<file path="src/rtl/core/radio_device_page_table_assert.svh">
// assertion macros shared by the rtl
`ifndef RADIO_DEVICE_PAGE_TABLE_ASSERT_SVH
`define RADIO_DEVICE_PAGE_TABLE_ASSERT_SVH

// same-cycle implication, checked out of reset
`define RDPT_ASSERT_NOW(label, ante, cons, msg) \
   label: assert property (@(posedge clock) disable iff (reset) (ante) |-> (cons)) \
      else $error(msg);

// next-cycle implication, checked out of reset
`define RDPT_ASSERT_NEXT(label, ante, cons, msg) \
   label: assert property (@(posedge clock) disable iff (reset) (ante) |=> (cons)) \
      else $error(msg);

`endif

</file>
<file path="src/rtl/core/rdpt_pkg.sv">
package rdpt_pkg;

   localparam int TABLE_DEPTH = 16;
   localparam int PAGE_BYTES  = 8;
   localparam int PAGE_W      = PAGE_BYTES * 8;
   localparam int IDX_W       = (TABLE_DEPTH > 1) ? $clog2(TABLE_DEPTH) : 1;
   localparam int CNT_W       = $clog2(TABLE_DEPTH + 1);
   localparam int OUT_IDX_W   = 4;
   localparam int OUT_CNT_W   = 5;

   localparam logic [7:0] MAKER_PAGE_NUM   = 8'h50;
   localparam logic [7:0] PRODUCT_PAGE_NUM = 8'h51;
   localparam logic [7:0] EXT_FLAGS_RESET  = 8'd224;

   // request op codes
   localparam logic [1:0] OP_MSG   = 2'd1;
   localparam logic [1:0] OP_CLEAR = 2'd2;

   typedef logic [IDX_W-1:0] idx_type;
   typedef logic [CNT_W-1:0] cnt_type;

   typedef struct packed {
      logic [15:0]       id;
      logic [7:0]        rssi;
      logic [PAGE_W-1:0] maker;
      logic [PAGE_W-1:0] product;
   } entry_type;

   typedef struct packed {
      logic    we;
      idx_type waddr;
      idx_type raddr;
   } ram_ctl_type;

   typedef struct packed {
      logic                 updated;
      logic                 new_entry;
      logic                 full_drop;
      logic [OUT_IDX_W-1:0] index;
      logic [OUT_CNT_W-1:0] count;
      logic [7:0]           rssi;
      logic [PAGE_W-1:0]    maker;
      logic [PAGE_W-1:0]    product;
   } result_type;

   typedef enum logic [1:0] {
      ST_IDLE,
      ST_SEARCH,
      ST_DONE
   } state_type;

   function automatic logic [OUT_IDX_W-1:0] to_index(idx_type i);
      logic [IDX_W+OUT_IDX_W-1:0] ext;
      ext = {{OUT_IDX_W{1'b0}}, i};
      return ext[OUT_IDX_W-1:0];
   endfunction

   function automatic logic [OUT_CNT_W-1:0] to_count(cnt_type c);
      logic [CNT_W+OUT_CNT_W-1:0] ext;
      ext = {{OUT_CNT_W{1'b0}}, c};
      return ext[OUT_CNT_W-1:0];
   endfunction

endpackage

</file>
<file path="src/rtl/core/rdpt_req_if.sv">
interface rdpt_req_if
   import rdpt_pkg::*;
();
   logic              valid;
   logic              ready;
   logic [1:0]        op;
   logic [15:0]       sender_id;
   logic [7:0]        ext_flags;
   logic [7:0]        rssi_byte;
   logic [PAGE_W-1:0] payload;

   modport source (output valid, op, sender_id, ext_flags, rssi_byte, payload, input ready);
   modport sink (input valid, op, sender_id, ext_flags, rssi_byte, payload, output ready);
endinterface

</file>
<file path="src/rtl/core/rdpt_rsp_if.sv">
interface rdpt_rsp_if
   import rdpt_pkg::*;
();
   logic                 valid;
   logic                 ready;
   logic                 updated;
   logic                 new_entry;
   logic                 full_drop;
   logic [OUT_IDX_W-1:0] entry_index;
   logic [OUT_CNT_W-1:0] entry_count;
   logic [7:0]           entry_rssi;
   logic [PAGE_W-1:0]    entry_maker_page;
   logic [PAGE_W-1:0]    entry_product_page;

   modport source (
      output valid, updated, new_entry, full_drop, entry_index, entry_count,
             entry_rssi, entry_maker_page, entry_product_page,
      input  ready
   );
   modport sink (
      input  valid, updated, new_entry, full_drop, entry_index, entry_count,
             entry_rssi, entry_maker_page, entry_product_page,
      output ready
   );
endinterface

</file>
<file path="src/rtl/core/rdpt_csr_if.sv">
interface rdpt_csr_if
   import rdpt_pkg::*;
();
   logic       valid;
   logic       ready;
   logic [7:0] data;

   modport source (output valid, data, input ready);
   modport sink (input valid, data, output ready);
endinterface

</file>
<file path="src/rtl/core/rdpt_entry_ram.sv">
module rdpt_entry_ram
   import rdpt_pkg::*;
(
   input  logic        clock,
   input  ram_ctl_type ctl,
   input  entry_type   wr_data,
   output entry_type   rd_data
);

   entry_type mem [TABLE_DEPTH];
   entry_type rd_data_ff;

   always_ff @(posedge clock) begin
      if (ctl.we) begin
         mem[ctl.waddr] <= wr_data;
      end
      rd_data_ff <= mem[ctl.raddr];
   end

   assign rd_data = rd_data_ff;

endmodule

</file>
<file path="src/rtl/core/radio_device_page_table.sv">
// channel   modport   moves
// req_ch    sink      request: op, device id, ext flags, rssi byte, 8-byte payload
// rsp_ch    source    one result per request: flags, index, count, entry contents
// csr_ch    sink      write of expected_ext_flags, always ready
//
// a message request with a nonzero id reads the table entries in order, up to 16 of them,
// until a hit, or all entries below the fill count on a miss (at least one); the block takes
// no new request until the result of the last one has been loaded into the output register
// the entry ram (one read port, one write port) gives one read per cycle, which paces the search
// op 0, op 3, id 0 and clear requests skip the search and go straight to their result
// reset clears the fill count but not the entries; entries at or above the count are never used, and
// an appended entry is written whole, so no clearing pass is needed
// the result sits in an output register: a stalled rsp_ch holds the finished request's
// result while the next request is searched; the block waits only to hand over its own
`include "radio_device_page_table_assert.svh"

module radio_device_page_table
   import rdpt_pkg::*;
(
   input logic        clock,
   input logic        reset,
   rdpt_req_if.sink   req_ch,
   rdpt_rsp_if.source rsp_ch,
   rdpt_csr_if.sink   csr_ch
);

   // control state
   state_type state_ff, state_in;
   idx_type   scan_ff, scan_in;
   cnt_type   count_ff, count_in;
   logic      rsp_valid_ff, rsp_valid_in;
   logic [7:0] flags_ff, flags_in;

   // latched request and results
   logic [15:0]       dev_ff, dev_in;
   logic [7:0]        rssi_ff, rssi_in;
   logic [PAGE_W-1:0] payload_ff, payload_in;
   result_type        pend_ff, pend_in;
   result_type        rsp_ff, rsp_in;

   ram_ctl_type ram_ctl;
   entry_type   wr_entry;
   entry_type   rd_entry;
   logic        req_ready;
   logic        rsp_load;

   rdpt_entry_ram u_ram (
      .clock   (clock),
      .ctl     (ram_ctl),
      .wr_data (wr_entry),
      .rd_data (rd_entry)
   );

   // config register; the user must write it only while idle, the block itself does not enforce this
   assign csr_ch.ready = 1'b1;
   assign flags_in     = csr_ch.valid ? csr_ch.data : flags_ff;

   always_comb begin
      cnt_type   scan_cnt;
      cnt_type   next_cnt;
      logic      hit;
      logic      more;
      logic      is_maker;
      logic      is_product;
      entry_type mod_entry;
      entry_type add_entry;

      state_in   = state_ff;
      scan_in    = scan_ff;
      count_in   = count_ff;
      dev_in     = dev_ff;
      rssi_in    = rssi_ff;
      payload_in = payload_ff;
      pend_in    = pend_ff;
      ram_ctl    = '0;
      req_ready  = 1'b0;
      rsp_load   = 1'b0;

      // compare of the entry read last cycle
      scan_cnt = cnt_type'(scan_ff);
      next_cnt = cnt_type'(scan_cnt + 1'b1);
      hit      = (scan_cnt < count_ff) && (rd_entry.id == dev_ff);
      more     = next_cnt < count_ff;

      is_maker   = payload_ff[7:0] == MAKER_PAGE_NUM;
      is_product = payload_ff[7:0] == PRODUCT_PAGE_NUM;

      // hit: modify the entry read back
      mod_entry      = rd_entry;
      mod_entry.rssi = rssi_ff;
      if (is_maker) begin
         mod_entry.maker = payload_ff;
      end
      if (is_product) begin
         mod_entry.product = payload_ff;
      end

      // miss: fresh entry, slots not hit by this page start at zero
      add_entry.id      = dev_ff;
      add_entry.rssi    = rssi_ff;
      add_entry.maker   = is_maker ? payload_ff : '0;
      add_entry.product = is_product ? payload_ff : '0;

      wr_entry = mod_entry;

      unique case (state_ff)
         ST_IDLE: begin
            req_ready = 1'b1;
            scan_in   = '0;
            if (req_ch.valid) begin
               dev_in        = req_ch.sender_id;
               rssi_in       = (req_ch.ext_flags == flags_ff) ? req_ch.rssi_byte : 8'd0;
               payload_in    = req_ch.payload;
               pend_in       = '0;
               pend_in.count = to_count(count_ff);
               if (req_ch.op == OP_CLEAR) begin
                  count_in      = '0;
                  pend_in.count = '0;
                  state_in      = ST_DONE;
               end else if (req_ch.op == OP_MSG && req_ch.sender_id != 16'd0) begin
                  // entry 0 is read now, compared next cycle
                  state_in = ST_SEARCH;
               end else begin
                  state_in = ST_DONE;
               end
            end
         end
         ST_SEARCH: begin
            priority if (hit) begin
               ram_ctl.we        = 1'b1;
               ram_ctl.waddr     = scan_ff;
               wr_entry          = mod_entry;
               pend_in.updated   = is_maker | is_product;
               pend_in.new_entry = 1'b0;
               pend_in.full_drop = 1'b0;
               pend_in.index     = to_index(scan_ff);
               pend_in.count     = to_count(count_ff);
               pend_in.rssi      = mod_entry.rssi;
               pend_in.maker     = mod_entry.maker;
               pend_in.product   = mod_entry.product;
               state_in          = ST_DONE;
            end else if (more) begin
               scan_in       = idx_type'(next_cnt);
               ram_ctl.raddr = idx_type'(next_cnt);
            end else if (count_ff < cnt_type'(TABLE_DEPTH)) begin
               // append at the fill count
               ram_ctl.we        = 1'b1;
               ram_ctl.waddr     = idx_type'(count_ff);
               wr_entry          = add_entry;
               count_in          = cnt_type'(count_ff + 1'b1);
               pend_in.updated   = 1'b1;
               pend_in.new_entry = 1'b1;
               pend_in.full_drop = 1'b0;
               pend_in.index     = to_index(idx_type'(count_ff));
               pend_in.count     = to_count(count_in);
               pend_in.rssi      = add_entry.rssi;
               pend_in.maker     = add_entry.maker;
               pend_in.product   = add_entry.product;
               state_in          = ST_DONE;
            end else begin
               // table full, unknown device dropped
               pend_in           = '0;
               pend_in.full_drop = 1'b1;
               pend_in.count     = to_count(count_ff);
               state_in          = ST_DONE;
            end
         end
         ST_DONE: begin
            if (!rsp_valid_ff || rsp_ch.ready) begin
               rsp_load = 1'b1;
               state_in = ST_IDLE;
            end
         end
         default: begin
            state_in = ST_IDLE;
         end
      endcase
   end

   assign req_ch.ready = req_ready;

   // output register
   assign rsp_valid_in = rsp_load | (rsp_valid_ff & ~rsp_ch.ready);
   assign rsp_in       = rsp_load ? pend_ff : rsp_ff;

   always_ff @(posedge clock) begin
      if (reset) begin
         state_ff     <= ST_IDLE;
         scan_ff      <= '0;
         count_ff     <= '0;
         rsp_valid_ff <= 1'b0;
         flags_ff     <= EXT_FLAGS_RESET;
      end else begin
         state_ff     <= state_in;
         scan_ff      <= scan_in;
         count_ff     <= count_in;
         rsp_valid_ff <= rsp_valid_in;
         flags_ff     <= flags_in;
      end
   end

   always_ff @(posedge clock) begin
      dev_ff     <= dev_in;
      rssi_ff    <= rssi_in;
      payload_ff <= payload_in;
      pend_ff    <= pend_in;
      rsp_ff     <= rsp_in;
   end

   assign rsp_ch.valid              = rsp_valid_ff;
   assign rsp_ch.updated            = rsp_ff.updated;
   assign rsp_ch.new_entry          = rsp_ff.new_entry;
   assign rsp_ch.full_drop          = rsp_ff.full_drop;
   assign rsp_ch.entry_index        = rsp_ff.index;
   assign rsp_ch.entry_count        = rsp_ff.count;
   assign rsp_ch.entry_rssi         = rsp_ff.rssi;
   assign rsp_ch.entry_maker_page   = rsp_ff.maker;
   assign rsp_ch.entry_product_page = rsp_ff.product;

   // ram is written only as a search finishes
   `RDPT_ASSERT_NOW(a_write_in_search, ram_ctl.we, state_ff == ST_SEARCH, "ram write outside search")
   // fill count never passes the depth
   `RDPT_ASSERT_NOW(a_count_bound, 1'b1, count_ff <= cnt_type'(TABLE_DEPTH), "fill count overflow")
   // a dropped request leaves the table alone
   `RDPT_ASSERT_NOW(a_drop_no_write, state_ff == ST_SEARCH && pend_in.full_drop, !ram_ctl.we, "write on drop")
   // an append bumps the count by one
   `RDPT_ASSERT_NEXT(a_append_count, state_ff == ST_SEARCH && ram_ctl.we && pend_in.new_entry, count_ff == cnt_type'($past(count_ff) + 1'b1), "append count slip")
   // a new entry is always reported as an update
   `RDPT_ASSERT_NOW(a_new_is_update, rsp_valid_ff && rsp_ff.new_entry, rsp_ff.updated && !rsp_ff.full_drop, "new entry flags")

endmodule
</file>
<file path="src/flat_wrapper.sv">
// flat-port wrapper written by rule: the top's interface ports become plain ports
module radio_device_page_table_flat import rdpt_pkg::*;
  (clock, reset, req_ch_valid, req_ch_op, req_ch_sender_id, req_ch_ext_flags, req_ch_rssi_byte, req_ch_payload, req_ch_ready, rsp_ch_valid, rsp_ch_updated, rsp_ch_new_entry, rsp_ch_full_drop, rsp_ch_entry_index, rsp_ch_entry_count, rsp_ch_entry_rssi, rsp_ch_entry_maker_page, rsp_ch_entry_product_page, rsp_ch_ready, csr_ch_valid, csr_ch_data, csr_ch_ready);
  rdpt_req_if req_ch_i ();
  rdpt_rsp_if rsp_ch_i ();
  rdpt_csr_if csr_ch_i ();
  input logic clock;
  input logic reset;
  input wire logic [$bits(req_ch_i.valid)-1:0] req_ch_valid;
  input wire logic [$bits(req_ch_i.op)-1:0] req_ch_op;
  input wire logic [$bits(req_ch_i.sender_id)-1:0] req_ch_sender_id;
  input wire logic [$bits(req_ch_i.ext_flags)-1:0] req_ch_ext_flags;
  input wire logic [$bits(req_ch_i.rssi_byte)-1:0] req_ch_rssi_byte;
  input wire logic [$bits(req_ch_i.payload)-1:0] req_ch_payload;
  output wire logic [$bits(req_ch_i.ready)-1:0] req_ch_ready;
  output wire logic [$bits(rsp_ch_i.valid)-1:0] rsp_ch_valid;
  output wire logic [$bits(rsp_ch_i.updated)-1:0] rsp_ch_updated;
  output wire logic [$bits(rsp_ch_i.new_entry)-1:0] rsp_ch_new_entry;
  output wire logic [$bits(rsp_ch_i.full_drop)-1:0] rsp_ch_full_drop;
  output wire logic [$bits(rsp_ch_i.entry_index)-1:0] rsp_ch_entry_index;
  output wire logic [$bits(rsp_ch_i.entry_count)-1:0] rsp_ch_entry_count;
  output wire logic [$bits(rsp_ch_i.entry_rssi)-1:0] rsp_ch_entry_rssi;
  output wire logic [$bits(rsp_ch_i.entry_maker_page)-1:0] rsp_ch_entry_maker_page;
  output wire logic [$bits(rsp_ch_i.entry_product_page)-1:0] rsp_ch_entry_product_page;
  input wire logic [$bits(rsp_ch_i.ready)-1:0] rsp_ch_ready;
  input wire logic [$bits(csr_ch_i.valid)-1:0] csr_ch_valid;
  input wire logic [$bits(csr_ch_i.data)-1:0] csr_ch_data;
  output wire logic [$bits(csr_ch_i.ready)-1:0] csr_ch_ready;
  assign req_ch_i.valid = req_ch_valid;
  assign req_ch_i.op = req_ch_op;
  assign req_ch_i.sender_id = req_ch_sender_id;
  assign req_ch_i.ext_flags = req_ch_ext_flags;
  assign req_ch_i.rssi_byte = req_ch_rssi_byte;
  assign req_ch_i.payload = req_ch_payload;
  assign req_ch_ready = req_ch_i.ready;
  assign rsp_ch_valid = rsp_ch_i.valid;
  assign rsp_ch_updated = rsp_ch_i.updated;
  assign rsp_ch_new_entry = rsp_ch_i.new_entry;
  assign rsp_ch_full_drop = rsp_ch_i.full_drop;
  assign rsp_ch_entry_index = rsp_ch_i.entry_index;
  assign rsp_ch_entry_count = rsp_ch_i.entry_count;
  assign rsp_ch_entry_rssi = rsp_ch_i.entry_rssi;
  assign rsp_ch_entry_maker_page = rsp_ch_i.entry_maker_page;
  assign rsp_ch_entry_product_page = rsp_ch_i.entry_product_page;
  assign rsp_ch_i.ready = rsp_ch_ready;
  assign csr_ch_i.valid = csr_ch_valid;
  assign csr_ch_i.data = csr_ch_data;
  assign csr_ch_ready = csr_ch_i.ready;
  radio_device_page_table u_core (.clock(clock), .reset(reset), .req_ch(req_ch_i), .rsp_ch(rsp_ch_i), .csr_ch(csr_ch_i));
endmodule
</file>
<file path="config.mk">
export PLATFORM = sky130hd
export DESIGN_NAME = radio_device_page_table_flat
export DESIGN_NICKNAME = d
export VERILOG_FILES = /design/src/rtl/core/rdpt_pkg.sv /design/src/rtl/core/rdpt_req_if.sv /design/src/rtl/core/rdpt_rsp_if.sv /design/src/rtl/core/rdpt_csr_if.sv /design/src/rtl/core/rdpt_entry_ram.sv /design/src/rtl/core/radio_device_page_table.sv /design/src/flat_wrapper.sv
export VERILOG_INCLUDE_DIRS = /design/src /design/src/rtl/core
export SDC_FILE = /design/constraint.sdc
export NUM_CORES = 2
export LEC_CHECK = 0
export BUFFER_PORTS_ARGS = -buffer_cell sky130_fd_sc_hd__buf_4
export CORE_MARGIN = 5
export CORE_UTILIZATION = 67
export DETAILED_ROUTE_END_ITERATION = 8
export PLACE_DENSITY = 0.91
export SLEW_MARGIN = 20
export SYNTH_ARGS = -nofsm -noshare
export SYNTH_HDL_FRONTEND = slang
export SYNTH_HIERARCHICAL = 1
export SYNTH_SLANG_ARGS = --single-unit
</file>
<file path="constraint.sdc">
create_clock -name clock -period 40.2 [get_ports clock]
set_input_delay 8.04 -clock clock [delete_from_list [all_inputs] [get_ports clock]]
set_output_delay 8.04 -clock clock [all_outputs]
set_load 0.05 [all_outputs]
</file>
==> flow_summary.toml <==
[routing]
drtIter0Drc = 12300
wl_per_cell_um = 42.5
dr.pass1.iters = 8
ant_nets = 0
viasPerCell = 7.84
drcViolationCount = 0
wirelength_mm = 320
num_vias = 59100

[run]
cap_violations = 0

[worst_setup_path]
rrSetupSlack_ns = 32.09
startpoint = "u_core/state_ff[1]"
setup.worst_path.class = "flop to output port"
crit_path_max_fanout = 14
crit_required_ns = 32.16
reg2regPathDepth = 15
critPathCaptureType = "output port"
timing.rr.start = "u_core/scan_ff[0]"
worst_ep_arrival_time_ns = 2.04
crit_end = "req_ch_ready"
crit_path_start_kind = "flop"
r2r_end = "u_core/u_ram/rd_data[36]"

[clocking]
clockBufferDepth = 4
cts_root_buf = "clkbuf_16"
cts_resized = 0
cts_sinks = 2852
clk_latency_ns = 0.92
cts_inserted_buffers = 283
clk_pin_slew_ns = 0.06
cts.htree.levels = 5
holdBufCountCts = 0
cts_tree = "done"
post_cts_buffers = 0

[logic_synthesis]
syn_nets = 5008
syn_avg_cell_area_um2 = 21.8
yosysWarnings = 6
syn_area_um2 = 106000
syn_inst = 4886

[finish]
drive_above_1_share_pct = 26.6
most-common-layout-cells = "edfxtp_1 (2688), mux4_2 (539), a22oi_1 (358)"
syn_to_final_growth_pct = 12.2
final_core_util_pct = 75.5
layout.nets = 5368
layout_commonest_cell = "edfxtp_1"
instances_no_fill = 7530

[die]
row_count = 146
die_w_um = 408
fp.dieH_um = 408
core_um2 = 158000
dieArea_um2 = 167000
initial_utilization_pct = 67.3
num_io_pins = 262

[global_route]
grt_overflow = 0
grt_pass1_wl_mm = 446
grt_pass1_vias = 60200
grt_max_degree = 121
grt_usage_pct = 37.9
antenna_found_initial = 12

[placement]
numPlacedInstances = 7032
place.gp.congestion = 0.888
port_buffers = 260
dpl.hpwl_mm = 146

[sta]
skew_ns = 0.0717
hold_viol = 0
drv_slew = 0
post-route-min-period_ns = 10.08
rsz0062_at_grt = "false"
setup_viol = 0
hold_ws_ns = 0.407
max-slew-margin-rel_pct = 14.2
layout_worst_path_cycle_share_pct = 25.1
fmax_mhz = 99.2
worstMarginPinSlew_ns = 1.29
timing.setup.tns_ns = 0

[worst_hold_path]
hp-start = "u_core/pend_ff[35]"
hold_class = "flop to flop"

[pwr]
power.leakage_nw = 37.6
power_w = 0.00615
power_density_nw_per_um2 = 51.6
irDropWorstVdd_mv = 0.0518

[status]
outcome = "finished, final reports clean"
[worst min path at each step]
stage | endpoint | slack (ns) | cells past startpoint
2_1_floorplan | u_core/rsp_ch.entry_count[0] | 0.40 | 0
3_3_place_gp | u_core/rsp_ch.entry_index[0] | 0.40 | 0
3_5_place_dp | u_core/rsp_ch.entry_product_page[62] | 0.40 | 0
4_1_cts | u_core/rsp_ch.entry_product_page[35] | 0.41 | 0
5_1_grt | u_core/rsp_ch.entry_product_page[35] | 0.42 | 0
6_report | u_core/rsp_ch.entry_product_page[35] | 0.41 | 0
[per-layer routing]
metal  part of all wire [%]  wire, um  GRT usage (%)  up-vias
met1                     29     91300           47.1    28900
li1                       -         -              -    21100
met4                    8.8     28200           26.2        6
met3                     15     49500           10.6     1719
met5                  0.011        34              0        -
met2                     47    151000           58.9     7339
[area by class of cell]
type | instances | area (um2)
Timing Repair Buffer | 362 | 2880
Fill cell | 7107 | 38800
Clock inverter | 102 | 1080
Inverter | 13 | 58.8
Multi-Input combinational cell | 1734 | 20800
Tap cell | 2072 | 2590
Clock buffer | 390 | 7820
Sequential cell | 2852 | 84000
Antenna cell | 5 | 12.5
[report_power, final]
group / total [W] / switching [W] / internal (W)
Sequential: 0.00332 / 0.0000332 / 0.00329
Combinational: 0.000168 / 0.000125 / 0.0000436
Clock: 0.00266 / 0.00116 / 0.00150
Total: 0.00615 / 0.00132 / 0.00483
[critical path: stages, from the launching register on]
cell and delay [ns]:
dfxtp_1 0.70, nor2_1 0.22, buf_4 0.25
[metrics by stage]
step	worst slack (ns)	cell area, um2
2_1_floorplan	20.41	106000
3_3_place_gp	29.98	110000
3_5_place_dp	29.87	110000
4_1_cts	30.12	119000
5_1_grt	30.07	119000
6_report	30.12	119000
[state kept, by name (all words and copies together) (netlist names)]
signal,cells
u_core/rsp_ch.entry_rssi,8
u_core/flags_ff,8
u_core/payload_ff,64
u_core/rsp_ch.full_drop,1
u_core/rsp_ch.entry_count,5
u_core/rsp_ch.entry_maker_page,64
u_core/rsp_ch.new_entry,1
u_core/pend_ff,148
u_core/dev_ff,16
u_core/rsp_ch.entry_index,4
u_core/state_ff,2
u_core/rsp_ch.updated,1
u_core/scan_ff,4
u_core/u_ram/mem,2304
u_core/rsp_ch.valid,1
u_core/rsp_ch.entry_product_page,64
u_core/rssi_ff,8
u_core/u_ram/rd_data,144
u_core/count_ff,5
Note: power is estimated with default switching activity, not from simulation.
